===== src/tfpc_pkg.sv =====
// Shared types, codes and helper function of the transform feedback primitive counter.
package tfpc_pkg;

  localparam int CAPTURE_BUFFERS_DEF = 4;
  localparam int MAX_BUFS            = 4;

  localparam int STRIDE_W = 12;
  localparam int BYTES_W  = 32;
  localparam int CFG_IDX_W  = 3;
  localparam int CFG_DATA_W = 32;

  localparam int OP_W     = 2;
  localparam int MODE_W   = 4;
  localparam int COUNT_W  = 32;
  localparam int STATUS_W = 2;
  localparam int ADDED_W  = 31;
  localparam int TOTAL_W  = 48;
  localparam int VPP_W    = 2;
  localparam int KIND_W   = 2;

  localparam int DIV_STEPS = BYTES_W;
  localparam int DIV_CNT_W = $clog2(DIV_STEPS);

  // Reciprocal of three for 32-bit dividends: floor(x / 3) == (x * DIV3_MAGIC) >> 33.
  localparam logic [31:0] DIV3_MAGIC = 32'hAAAA_AAAB;
  localparam int          DIV3_SHIFT = 33;

  localparam logic [TOTAL_W-1:0] TOTAL_MAX = {TOTAL_W{1'b1}};

  localparam logic [CFG_IDX_W-1:0] REG_STRIDE0 = 3'd0;
  localparam logic [CFG_IDX_W-1:0] REG_BYTES0  = 3'd4;

  localparam logic [OP_W-1:0] OP_DRAW  = 2'd0;
  localparam logic [OP_W-1:0] OP_BEGIN = 2'd1;
  localparam logic [OP_W-1:0] OP_END   = 2'd2;

  localparam logic [STATUS_W-1:0] ST_OK    = 2'd0;
  localparam logic [STATUS_W-1:0] ST_ENUM  = 2'd1;
  localparam logic [STATUS_W-1:0] ST_INVOP = 2'd2;

  localparam logic [MODE_W-1:0] MODE_POINTS = 4'd0;
  localparam logic [MODE_W-1:0] MODE_LINES  = 4'd1;
  localparam logic [MODE_W-1:0] MODE_LOOP   = 4'd2;
  localparam logic [MODE_W-1:0] MODE_STRIP  = 4'd3;
  localparam logic [MODE_W-1:0] MODE_TRIS   = 4'd4;
  localparam logic [MODE_W-1:0] MODE_TSTRIP = 4'd5;
  localparam logic [MODE_W-1:0] MODE_FAN    = 4'd6;

  localparam logic [KIND_W-1:0] FB_POINTS = 2'd0;
  localparam logic [KIND_W-1:0] FB_LINES  = 2'd1;
  localparam logic [KIND_W-1:0] FB_TRIS   = 2'd2;

  typedef struct packed {
    logic load;
    logic decode;
    logic div_step;
    logic min_sel;
    logic fit;
    logic clamp;
    logic out_load;
  } cmd_t;

  typedef struct packed {
    logic need_clamp;
  } sts_t;

  function automatic logic [VPP_W-1:0] verts_per_prim(input logic [MODE_W-1:0] mode);
    logic [VPP_W-1:0] v;
    case (mode) inside
      MODE_LINES, MODE_LOOP, MODE_STRIP: v = 2'd2;
      MODE_TRIS, MODE_TSTRIP, MODE_FAN:  v = 2'd3;
      default:                           v = 2'd1;
    endcase
    return v;
  endfunction

endpackage


===== src/tfpc_div.sv =====
// Restoring divider lane: 32-bit byte length over a 12-bit stride, one bit per step.
module tfpc_div (
  input  logic                          clk,
  input  logic                          start,
  input  logic                          step,
  input  logic [tfpc_pkg::BYTES_W-1:0]  dividend,
  input  logic [tfpc_pkg::STRIDE_W-1:0] divisor,
  output logic [tfpc_pkg::BYTES_W-1:0]  quotient
);

  logic [tfpc_pkg::STRIDE_W-1:0] rem_r;
  logic [tfpc_pkg::STRIDE_W-1:0] rem_nxt;
  logic [tfpc_pkg::BYTES_W-1:0]  quo_r;
  logic [tfpc_pkg::BYTES_W-1:0]  quo_nxt;
  logic [tfpc_pkg::STRIDE_W-1:0] dvs_r;
  logic [tfpc_pkg::STRIDE_W:0]   trial;
  logic                          take;

  assign trial = {rem_r, quo_r[tfpc_pkg::BYTES_W-1]};
  assign take  = (trial >= {1'b0, dvs_r});

  always_comb begin
    rem_nxt = take ? tfpc_pkg::STRIDE_W'(trial - {1'b0, dvs_r})
                   : trial[tfpc_pkg::STRIDE_W-1:0];
    quo_nxt = {quo_r[tfpc_pkg::BYTES_W-2:0], take};
  end

  always_ff @(posedge clk) begin
    if (start) begin
      rem_r <= '0;
      quo_r <= dividend;
      dvs_r <= divisor;
    end else if (step) begin
      rem_r <= rem_nxt;
      quo_r <= quo_nxt;
    end
  end

  assign quotient = quo_r;

endmodule


===== src/tfpc_datapath.sv =====
// Datapath: configuration registers, capture state, divider lanes, clamp and totals.
module tfpc_datapath #(
  parameter int CAPTURE_BUFFERS = tfpc_pkg::CAPTURE_BUFFERS_DEF
) (
  input  logic                            clk,
  input  logic                            rst_n,
  input  logic                            cfg_we,
  input  logic [tfpc_pkg::CFG_IDX_W-1:0]  cfg_index,
  input  logic [tfpc_pkg::CFG_DATA_W-1:0] cfg_wdata,
  input  logic [tfpc_pkg::OP_W-1:0]       op,
  input  logic [tfpc_pkg::MODE_W-1:0]     prim_mode,
  input  logic [tfpc_pkg::COUNT_W-1:0]    vertex_count,
  input  logic                            has_geometry_stage,
  input  logic                            counts_primitives,
  input  tfpc_pkg::cmd_t                  cmd,
  output tfpc_pkg::sts_t                  sts,
  output logic [tfpc_pkg::STATUS_W-1:0]   status,
  output logic [tfpc_pkg::ADDED_W-1:0]    prims_added,
  output logic [tfpc_pkg::TOTAL_W-1:0]    prims_total,
  output logic [tfpc_pkg::TOTAL_W-1:0]    verts_total,
  output logic                            capture_active
);

  logic [tfpc_pkg::STRIDE_W-1:0] stride_r [CAPTURE_BUFFERS];
  logic [tfpc_pkg::BYTES_W-1:0]  bytes_r  [CAPTURE_BUFFERS];
  logic [tfpc_pkg::BYTES_W-1:0]  quo      [CAPTURE_BUFFERS];

  logic [tfpc_pkg::OP_W-1:0]    op_r;
  logic [tfpc_pkg::MODE_W-1:0]  mode_r;
  logic [tfpc_pkg::COUNT_W-1:0] cnt_r;
  logic                         geo_in_r;
  logic                         acct_r;

  logic                         active_r;
  logic [tfpc_pkg::KIND_W-1:0]  kind_r;
  logic                         gflag_r;
  logic [tfpc_pkg::TOTAL_W-1:0] ptot_r;
  logic [tfpc_pkg::TOTAL_W-1:0] vtot_r;

  logic [tfpc_pkg::STATUS_W-1:0] status_r;
  logic [tfpc_pkg::ADDED_W-1:0]  added_r;
  logic [tfpc_pkg::ADDED_W-1:0]  q3_r;
  logic [tfpc_pkg::ADDED_W-1:0]  prims_r;
  logic [tfpc_pkg::BYTES_W-1:0]  room_r;
  logic                          bounded_r;
  logic [63:0]                   prod_r;

  logic [tfpc_pkg::STATUS_W-1:0] out_status_r;
  logic [tfpc_pkg::ADDED_W-1:0]  out_added_r;
  logic [tfpc_pkg::TOTAL_W-1:0]  out_ptot_r;
  logic [tfpc_pkg::TOTAL_W-1:0]  out_vtot_r;
  logic                          out_active_r;

  logic [tfpc_pkg::VPP_W-1:0]    vpp;
  logic                          mode_fits;
  logic                          mismatch;
  logic                          prims_nz;
  logic [tfpc_pkg::STATUS_W-1:0] status_nxt;
  logic                          do_begin;
  logic                          do_end;
  logic [63:0]                   cnt_prod;
  logic [tfpc_pkg::ADDED_W-1:0]  assembled;
  logic [tfpc_pkg::BYTES_W-1:0]  cap;
  logic                          bounded;
  logic [tfpc_pkg::BYTES_W-1:0]  room;
  logic [tfpc_pkg::BYTES_W-1:0]  fit;
  logic [tfpc_pkg::ADDED_W-1:0]  prims_fin;
  logic [tfpc_pkg::ADDED_W+1:0]  vadd;
  logic [tfpc_pkg::TOTAL_W:0]    psum;
  logic [tfpc_pkg::TOTAL_W:0]    vsum;

  for (genvar i = 0; i < CAPTURE_BUFFERS; i++) begin : g_lane
    always_ff @(posedge clk) begin
      if (!rst_n) begin
        stride_r[i] <= '0;
        bytes_r[i]  <= '0;
      end else if (cfg_we) begin
        if (cfg_index == tfpc_pkg::CFG_IDX_W'(tfpc_pkg::REG_STRIDE0 + i)) begin
          stride_r[i] <= cfg_wdata[tfpc_pkg::STRIDE_W-1:0];
        end
        if (cfg_index == tfpc_pkg::CFG_IDX_W'(tfpc_pkg::REG_BYTES0 + i)) begin
          bytes_r[i] <= cfg_wdata[tfpc_pkg::BYTES_W-1:0];
        end
      end
    end

    tfpc_div u_div (
      .clk      (clk),
      .start    (cmd.decode),
      .step     (cmd.div_step),
      .dividend (bytes_r[i]),
      .divisor  (stride_r[i]),
      .quotient (quo[i])
    );
  end

  assign vpp = tfpc_pkg::verts_per_prim(mode_r);

  always_comb begin
    case (kind_r)
      tfpc_pkg::FB_POINTS: mode_fits = (mode_r == tfpc_pkg::MODE_POINTS);
      tfpc_pkg::FB_LINES:  mode_fits = (mode_r >= tfpc_pkg::MODE_LINES) &&
                                       (mode_r <= tfpc_pkg::MODE_STRIP);
      tfpc_pkg::FB_TRIS:   mode_fits = (mode_r >= tfpc_pkg::MODE_TRIS) &&
                                       (mode_r <= tfpc_pkg::MODE_FAN);
      default:             mode_fits = 1'b0;
    endcase
  end

  assign mismatch = active_r && !gflag_r && !mode_fits;
  assign prims_nz = (mode_r <= tfpc_pkg::MODE_FAN) && !cnt_r[tfpc_pkg::COUNT_W-1] &&
                    (cnt_r[tfpc_pkg::COUNT_W-2:0] >= tfpc_pkg::ADDED_W'(vpp));

  always_comb begin
    status_nxt = tfpc_pkg::ST_OK;
    do_begin   = 1'b0;
    do_end     = 1'b0;
    unique case (op_r)
      tfpc_pkg::OP_BEGIN: begin
        if (mode_r != tfpc_pkg::MODE_POINTS && mode_r != tfpc_pkg::MODE_LINES &&
            mode_r != tfpc_pkg::MODE_TRIS) begin
          status_nxt = tfpc_pkg::ST_ENUM;
        end else if (active_r) begin
          status_nxt = tfpc_pkg::ST_INVOP;
        end else begin
          do_begin = 1'b1;
        end
      end
      tfpc_pkg::OP_END: begin
        if (!active_r) status_nxt = tfpc_pkg::ST_INVOP;
        else do_end = 1'b1;
      end
      tfpc_pkg::OP_DRAW: begin
        if (mismatch) status_nxt = tfpc_pkg::ST_INVOP;
      end
      default: status_nxt = tfpc_pkg::ST_ENUM;
    endcase
  end

  assign sts.need_clamp = (op_r == tfpc_pkg::OP_DRAW) && active_r && acct_r &&
                          !mismatch && prims_nz;

  assign cnt_prod = 64'(cnt_r[tfpc_pkg::COUNT_W-2:0]) * 64'(tfpc_pkg::DIV3_MAGIC);

  always_comb begin
    case (mode_r)
      tfpc_pkg::MODE_POINTS,
      tfpc_pkg::MODE_LOOP:   assembled = cnt_r[tfpc_pkg::ADDED_W-1:0];
      tfpc_pkg::MODE_LINES:  assembled = cnt_r[tfpc_pkg::ADDED_W-1:0] >> 1;
      tfpc_pkg::MODE_STRIP:  assembled = cnt_r[tfpc_pkg::ADDED_W-1:0] - 31'd1;
      tfpc_pkg::MODE_TRIS:   assembled = q3_r;
      tfpc_pkg::MODE_TSTRIP,
      tfpc_pkg::MODE_FAN:    assembled = cnt_r[tfpc_pkg::ADDED_W-1:0] - 31'd2;
      default:               assembled = '0;
    endcase
  end

  always_comb begin
    cap     = '0;
    bounded = 1'b0;
    for (int i = 0; i < CAPTURE_BUFFERS; i++) begin
      if (stride_r[i] != '0) begin
        if (!bounded || quo[i] < cap) cap = quo[i];
        bounded = 1'b1;
      end
    end
    room = ({16'b0, cap} > vtot_r) ? tfpc_pkg::BYTES_W'({16'b0, cap} - vtot_r) : '0;
  end

  always_comb begin
    case (vpp)
      2'd1:    fit = room_r;
      2'd2:    fit = room_r >> 1;
      default: fit = {1'b0, prod_r[63:tfpc_pkg::DIV3_SHIFT]};
    endcase
    prims_fin = (bounded_r && fit < {1'b0, prims_r}) ? fit[tfpc_pkg::ADDED_W-1:0] : prims_r;
    case (vpp)
      2'd1:    vadd = {2'b0, prims_fin};
      2'd2:    vadd = {1'b0, prims_fin, 1'b0};
      default: vadd = {2'b0, prims_fin} + {1'b0, prims_fin, 1'b0};
    endcase
    psum = {1'b0, ptot_r} + (tfpc_pkg::TOTAL_W + 1)'(prims_fin);
    vsum = {1'b0, vtot_r} + (tfpc_pkg::TOTAL_W + 1)'(vadd);
  end

  always_ff @(posedge clk) begin
    if (!rst_n) begin
      active_r <= 1'b0;
      kind_r   <= tfpc_pkg::FB_POINTS;
      gflag_r  <= 1'b0;
      ptot_r   <= '0;
      vtot_r   <= '0;
    end else if (cmd.decode) begin
      if (do_begin) begin
        active_r <= 1'b1;
        kind_r   <= (mode_r == tfpc_pkg::MODE_POINTS) ? tfpc_pkg::FB_POINTS :
                    (mode_r == tfpc_pkg::MODE_LINES)  ? tfpc_pkg::FB_LINES  :
                                                        tfpc_pkg::FB_TRIS;
        gflag_r  <= geo_in_r;
        ptot_r   <= '0;
        vtot_r   <= '0;
      end else if (do_end) begin
        active_r <= 1'b0;
      end
    end else if (cmd.clamp) begin
      ptot_r <= psum[tfpc_pkg::TOTAL_W] ? tfpc_pkg::TOTAL_MAX : psum[tfpc_pkg::TOTAL_W-1:0];
      vtot_r <= vsum[tfpc_pkg::TOTAL_W] ? tfpc_pkg::TOTAL_MAX : vsum[tfpc_pkg::TOTAL_W-1:0];
    end
  end

  always_ff @(posedge clk) begin
    if (cmd.load) begin
      op_r     <= op;
      mode_r   <= prim_mode;
      cnt_r    <= vertex_count;
      geo_in_r <= has_geometry_stage;
      acct_r   <= counts_primitives;
    end
    if (cmd.decode) begin
      status_r <= status_nxt;
      added_r  <= '0;
      q3_r     <= cnt_prod[tfpc_pkg::DIV3_SHIFT + tfpc_pkg::ADDED_W - 1:tfpc_pkg::DIV3_SHIFT];
    end
    if (cmd.min_sel) begin
      prims_r   <= assembled;
      room_r    <= room;
      bounded_r <= bounded;
    end
    if (cmd.fit) begin
      prod_r <= 64'(room_r) * 64'(tfpc_pkg::DIV3_MAGIC);
    end
    if (cmd.clamp) begin
      added_r <= prims_fin;
    end
    if (cmd.out_load) begin
      out_status_r <= status_r;
      out_added_r  <= added_r;
      out_ptot_r   <= ptot_r;
      out_vtot_r   <= vtot_r;
      out_active_r <= active_r;
    end
  end

  assign status         = out_status_r;
  assign prims_added    = out_added_r;
  assign prims_total    = out_ptot_r;
  assign verts_total    = out_vtot_r;
  assign capture_active = out_active_r;

endmodule


===== src/tfpc_ctrl.sv =====
// Controller: sequences decode, division, clamp and result hand-off for each item.
module tfpc_ctrl (
  input  logic           clk,
  input  logic           rst_n,
  input  logic           in_tvalid,
  output logic           in_tready,
  output logic           out_tvalid,
  input  logic           out_tready,
  input  tfpc_pkg::sts_t sts,
  output tfpc_pkg::cmd_t cmd
);

  typedef enum logic [2:0] {
    S_IDLE,
    S_DECODE,
    S_DIV,
    S_MIN,
    S_FIT,
    S_CLAMP,
    S_DONE
  } state_t;

  state_t                          state_r;
  state_t                          state_nxt;
  logic [tfpc_pkg::DIV_CNT_W-1:0]  step_r;
  logic [tfpc_pkg::DIV_CNT_W-1:0]  step_nxt;
  logic                            out_valid_r;
  logic                            out_valid_nxt;
  logic                            out_free;

  assign out_free = !out_valid_r || out_tready;

  always_comb begin
    cmd           = '0;
    state_nxt     = state_r;
    step_nxt      = step_r;
    out_valid_nxt = out_tready ? 1'b0 : out_valid_r;
    unique case (state_r)
      S_IDLE: begin
        if (in_tvalid) begin
          cmd.load  = 1'b1;
          state_nxt = S_DECODE;
        end
      end
      S_DECODE: begin
        cmd.decode = 1'b1;
        step_nxt   = '0;
        state_nxt  = sts.need_clamp ? S_DIV : S_DONE;
      end
      S_DIV: begin
        cmd.div_step = 1'b1;
        step_nxt     = step_r + 1'b1;
        if (step_r == tfpc_pkg::DIV_CNT_W'(tfpc_pkg::DIV_STEPS - 1)) state_nxt = S_MIN;
      end
      S_MIN: begin
        cmd.min_sel = 1'b1;
        state_nxt   = S_FIT;
      end
      S_FIT: begin
        cmd.fit   = 1'b1;
        state_nxt = S_CLAMP;
      end
      S_CLAMP: begin
        cmd.clamp = 1'b1;
        state_nxt = S_DONE;
      end
      S_DONE: begin
        if (out_free) begin
          cmd.out_load  = 1'b1;
          out_valid_nxt = 1'b1;
          state_nxt     = S_IDLE;
        end
      end
      default: state_nxt = S_IDLE;
    endcase
  end

  always_ff @(posedge clk) begin
    if (!rst_n) begin
      state_r     <= S_IDLE;
      step_r      <= '0;
      out_valid_r <= 1'b0;
    end else begin
      state_r     <= state_nxt;
      step_r      <= step_nxt;
      out_valid_r <= out_valid_nxt;
    end
  end

  assign in_tready  = (state_r == S_IDLE);
  assign out_tvalid = out_valid_r;

endmodule


===== src/transform_feedback_primitive_counter_unit.sv =====
// Top level of the transform feedback primitive counter: controller, datapath and ports.
//
//  Port group | Direction | tdata (low bit up)                              | tuser
//  in_        | slave     | prim_mode 4, vertex_count 32, has_geometry_stage | op 2
//             |           | 1, counts_primitives 1, zero pad 2               |
//  out_       | master    | prims_added 31, prims_total 48, verts_total 48,  | status 2
//             |           | capture_active 1                                 |
//  cfg_       | write     | index 0..3 stride_buf0..3, 4..7 bytes_buf0..3    | -
//
// A begin, end, rejected or unaccounted item goes from acceptance through S_DECODE and S_DONE to the
// next accept. An accounted draw that assembles primitives also passes S_DIV, the 32-step restoring
// divider in each capture buffer lane (all lanes run in parallel), then S_MIN, S_FIT and S_CLAMP.
// Reset is synchronous and clears the configuration registers, the capture state and the totals.
// A result held in the output register by out_tready low does not block the next item's
// acceptance; only the finish of that next item waits for the register to empty.
module transform_feedback_primitive_counter_unit #(
  parameter int CAPTURE_BUFFERS = tfpc_pkg::CAPTURE_BUFFERS_DEF
) (
  input  logic                            clk,
  input  logic                            rst_n,
  input  logic                            in_tvalid,
  output logic                            in_tready,
  input  logic [39:0]                     in_tdata,   // prim_mode, vertex_count, geo, acct
  input  logic [tfpc_pkg::OP_W-1:0]       in_tuser,   // op
  output logic                            out_tvalid,
  input  logic                            out_tready,
  output logic [127:0]                    out_tdata,  // added, prims, verts, active
  output logic [tfpc_pkg::STATUS_W-1:0]   out_tuser,  // status
  input  logic                            cfg_we,
  input  logic [tfpc_pkg::CFG_IDX_W-1:0]  cfg_index,
  input  logic [tfpc_pkg::CFG_DATA_W-1:0] cfg_wdata
);

  tfpc_pkg::cmd_t cmd;
  tfpc_pkg::sts_t sts;

  logic [tfpc_pkg::ADDED_W-1:0] prims_added;
  logic [tfpc_pkg::TOTAL_W-1:0] prims_total;
  logic [tfpc_pkg::TOTAL_W-1:0] verts_total;
  logic                         capture_active;

  tfpc_ctrl u_ctrl (
    .clk        (clk),
    .rst_n      (rst_n),
    .in_tvalid  (in_tvalid),
    .in_tready  (in_tready),
    .out_tvalid (out_tvalid),
    .out_tready (out_tready),
    .sts        (sts),
    .cmd        (cmd)
  );

  tfpc_datapath #(
    .CAPTURE_BUFFERS (CAPTURE_BUFFERS)
  ) u_datapath (
    .clk                (clk),
    .rst_n              (rst_n),
    .cfg_we             (cfg_we),
    .cfg_index          (cfg_index),
    .cfg_wdata          (cfg_wdata),
    .op                 (in_tuser),
    .prim_mode          (in_tdata[3:0]),
    .vertex_count       (in_tdata[35:4]),
    .has_geometry_stage (in_tdata[36]),
    .counts_primitives  (in_tdata[37]),
    .cmd                (cmd),
    .sts                (sts),
    .status             (out_tuser),
    .prims_added        (prims_added),
    .prims_total        (prims_total),
    .verts_total        (verts_total),
    .capture_active     (capture_active)
  );

  assign out_tdata = {capture_active, verts_total, prims_total, prims_added};

  a_one_at_a_time: assert property (@(posedge clk) disable iff (!rst_n)
    in_tvalid && in_tready |=> !in_tready)
    else $error("item accepted while the previous one is still in work");

  a_added_needs_ok: assert property (@(posedge clk) disable iff (!rst_n)
    out_tvalid && out_tdata[30:0] != '0 |-> out_tuser == tfpc_pkg::ST_OK)
    else $error("primitives recorded on a rejected item");

  a_added_needs_active: assert property (@(posedge clk) disable iff (!rst_n)
    out_tvalid && out_tdata[30:0] != '0 |-> out_tdata[127])
    else $error("primitives recorded while capture is inactive");

endmodule


===== config.mk =====
export PLATFORM = sky130hd
export DESIGN_NAME = transform_feedback_primitive_counter_unit
export DESIGN_NICKNAME = d
export VERILOG_FILES = /design/src/tfpc_pkg.sv /design/src/tfpc_div.sv /design/src/tfpc_datapath.sv /design/src/tfpc_ctrl.sv /design/src/transform_feedback_primitive_counter_unit.sv
export SDC_FILE = /design/constraint.sdc
export NUM_CORES = 2
export LEC_CHECK = 0
export ABC_AREA = 1
export BUFFER_PORTS_ARGS = -buffer_cell sky130_fd_sc_hd__buf_2
export CORE_MARGIN = 1
export CORE_UTILIZATION = 50
export CTS_BUF_LIST = sky130_fd_sc_hd__clkbuf_16
export CTS_CLUSTER_DIAMETER = 30
export DETAILED_ROUTE_END_ITERATION = 6
export GPL_ROUTABILITY_DRIVEN = 0
export HOLD_SLACK_MARGIN = 0.06
export PLACE_DENSITY = 0.73
export SLEW_MARGIN = 20
export SYNTH_ARGS = -nofsm -noshare
export SYNTH_HDL_FRONTEND = slang
export SYNTH_SLANG_ARGS = --single-unit

===== constraint.sdc =====
create_clock -name clk -period 35.7 [get_ports clk]
set_clock_uncertainty 0.15 [all_clocks]
set_input_delay 10.71 -clock clk [delete_from_list [all_inputs] [get_ports clk]]
set_output_delay 10.71 -clock clk [all_outputs]
set_load 0.05 [all_outputs]

==> results by group <==
Outcome
  • Violated checks: design-rule violations
  • Outcome: finished, violations left

Worst setup path
  • Buffers and inverters on the worst path: 5
  • Critical Path Sink: u_datapath.room_r[31]$_SDFFCE_PP0P_
  • Type of origin of the critical path: register
  • R2R setup slack: 21.52 ns
  • CP Data Required Time: about 36 ns
  • Critical path class: reg2reg
  • Slowest CP cell: a2111oi_0
  • Total stage count of the critical path: 71
  • CP Max Fanout: 41
  • Worst R2R End: u_datapath.room_r[31]$_SDFFCE_PP0P_
  • CP top delay family: simple AND/OR/NAND/NOR gates
  • Worst Setup SP: u_datapath.stride_r[0][5]$_SDFFCE_PN0P_
  • Reg2reg start: u_datapath.stride_r[0][5]$_SDFFCE_PN0P_
  • Critical path's largest stage delay: about 0.66 ns
  • Endpoint class of the critical path: register
  • CP Data Arrival Time: approximately 15 ns
  • Most common cell on crit path: nand2_1
  • Reg2Reg Depth: 71

Synthesis
  • Yosys top cell area share: between 20% and 30%
  • Netlist cell types: 66
  • Post-synth EDFFs: a little under 700
  • Yosys warns: 0
  • Synth area leader: edfxtp_1
  • Ranking of synthesized cells by area: edfxtp_1, fa_1, ha_1
  • Count leader, synth: inv_1
  • Ys flop type: edfxtp_1
  • Synth Area per Inst: 9.40 um^2
  • Post-Syn Nets: ~9,300
  • Flops & latches, synth: between 800 and 900
  • Most frequent cells after synthesis: inv_1, nand2_1, ha_1
  • Mapped Area: between 70,000 and 80,000 um^2
  • Mapped Cells: between 7,000 and 8,000
  • Post-synthesis async set-or-reset flop share: 0%
  • Post-synthesis sequential area ratio: roughly 33%

CTS
  • Post-CTS Setup Repair Bufs: 0
  • H-tree Lvls: 4
  • Cts repair resizes: 0
  • Clk Latency, worst-skew pair: 0.83 ns
  • Cts hold-fix bufs: 0
  • Clock-pin slew on the worst setup and hold paths: approximately 0.050 ns
  • CTS tree: done
  • # clock sinks: 837
  • Root Buffer: clkbuf_16
  • Longest Clk Path Bufs: 3
  • CTS buffer count: roughly 170

Timing
  • Period Utilization, post-route: between 30% and 40%
  • Worst slew pin tran: around 1.2 ns
  • Slew Limit Fails: 0
  • Rel. slew slack: between 10% and 20%
  • Setup TNS: 0 ns
  • Unrepaired setup endpoints after global routing: no
  • Final Hold Vio Count: 0
  • Final setup fails: 0
  • Max Fclk: between 0.07 and 0.08 GHz
  • Tmin final: 14.18 ns

Die
  • Ports: 214
  • Full die area: approximately 150,000 um^2
  • Initial Util: 50.6%
  • Rows: between 100 and 150
  • Core area: about 140,000 um^2
  • Die Y: ~380 um
  • Die Width: ~380 um

Layout
  • Net count reported at finish: ~9,600
  • Area Overhead vs Synth: 12.8%
  • Share of layout cells above drive strength 1: 7.40%

GRT
  • Largest net degree at the start of global routing: around 130
  • GR Util All Layers: 27.6%
  • Total grt overflow: 0
  • Initial antenna violation count: 4
  • Global-route wire length before repair: around 310,000 um
  • Number of global-route vias before repair: roughly 56,000

Detailed routing
  • Via count: roughly 56,000
  • Drt via density: approximately 5.7
  • Total Routed Length: 201,000 um
  • Final ANT Viol Nets: 0
  • WL/cell: between 20 and 25 um
  • TritonRoute pass-1 iters: 7
  • DR iter-0 viols: 5,742
  • Residual DRC: 1

Placed design
  • Input/output buffers: 211
  • DPL Wire Length: 155,000 um

Job
  • Max-Cap Viols: 0

Min path
  • Worst min path class: reg2reg
[layout make-up]
class	instances	area [um^2]
diodes	1	2.50
clock buffers	166	4150
clock inverters	145	1740
fillers	11900	61100
inverters	1452	5450
multi-input cells	5187	42200
flip-flops and latches	837	23600
well taps	1890	2360
repair buffers	266	1530
[routing by layer]
metal / part of all wire (%) / vias up / track usage [%]
li1: - / 25700 / -
met1: 39 / 27200 / 36.0
met2: 46 / 2729 / 44.5
met3: 9.5 / 557 / 5.67
met4: 4.9 / 2 / 11.9
met5: 0.0065 / - / 0
[sequential cells by signal (all words and copies together), names as in the netlist, 30 cells and up]
register                          cells
u_datapath.q3_r                      30
u_datapath.g_lane.u_div.rem_r        48
u_datapath.ptot_r                    48
u_datapath.g_lane.u_div.dvs_r        48
u_datapath.vtot_r                    48
u_datapath.prod_r                    31
u_datapath.room_r                    32
u_datapath.added_r                   31
u_datapath.stride_r                  48
u_datapath.prims_r                   31
u_datapath.prims_added               31
u_datapath.g_lane.u_div.quotient    128
u_datapath.prims_total               48
u_datapath.cnt_r                     32
u_datapath.bytes_r                  128
u_datapath.verts_total               48
[per-stage QoR]
step	cell area [um^2]	std cells	worst slack [ns]	utilization, %	hold WS [ns]
floorplan	71900	7644	11.63	-	0.250
detailed placement	75100	9630	22.31	52.8	0.255
global route	81000	9943	20.71	57.0	0.258
CTS	81000	9941	21.99	57.0	0.240
finish	81000	9944	21.52	57.0	0.238
global placement	75100	9630	22.51	52.8	0.252
[worst reg2reg max path, delay by kind of cell (launching register included)]
kind            cells  cell delay, ns
flops               1            0.40
compound gates     22            5.07
simple gates       40            6.33
fa+ha+maj           4            1.32
buf+inv             5            0.69
[how the worst min path moves through the flow]
stage,start,endpoint,slack (ns),depth (start not counted)
global placement,u_datapath.status_r[1]$_DFFE_PP_,u_datapath.status[1]$_DFFE_PP_,0.25,0
CTS,u_datapath.status_r[1]$_DFFE_PP_,u_datapath.status[1]$_DFFE_PP_,0.24,0
detailed placement,u_datapath.added_r[25]$_SDFFCE_PN0P_,u_datapath.prims_added[25]$_DFFE_PP_,0.25,0
finish,u_datapath.status_r[1]$_DFFE_PP_,u_datapath.status[1]$_DFFE_PP_,0.24,0
floorplan,u_datapath.added_r[0]$_SDFFCE_PN0P_,u_datapath.prims_added[0]$_DFFE_PP_,0.25,0
global route,u_datapath.added_r[6]$_SDFFCE_PN0P_,u_datapath.prims_added[6]$_DFFE_PP_,0.26,0
[cell families after synthesis]
group / after synthesis / share of synthesized area, %
flops: 837 / 32.8
simple gates: 2076 / 11.7
buf+inv: 1620 / 8.57
compound gates: 1313 / 10.1
fa+ha+maj: 1580 / 34.2
xor+xnor: 218 / 2.66
[layout by cell type, fill, tap and decap left out, drive strengths merged, types with 52 or more instances in the layout]
cell,synthesis,final
buf,25,266
xnor2,74,74
nand3,156,156
ha,943,943
clkinv,4,75
nand2,1280,1280
edfxtp,680,680
o22ai,60,60
xor2,144,144
clkbuf,143,166
dfxtp,157,157
o21ai,456,456
nand4,52,52
nor2,485,485
fa,637,637
inv,1448,1482
a21oi,589,589
Power is left out: the tool's default activity adds up to more than one toggle a clock period on the data nets, which glitch-free logic cannot reach.
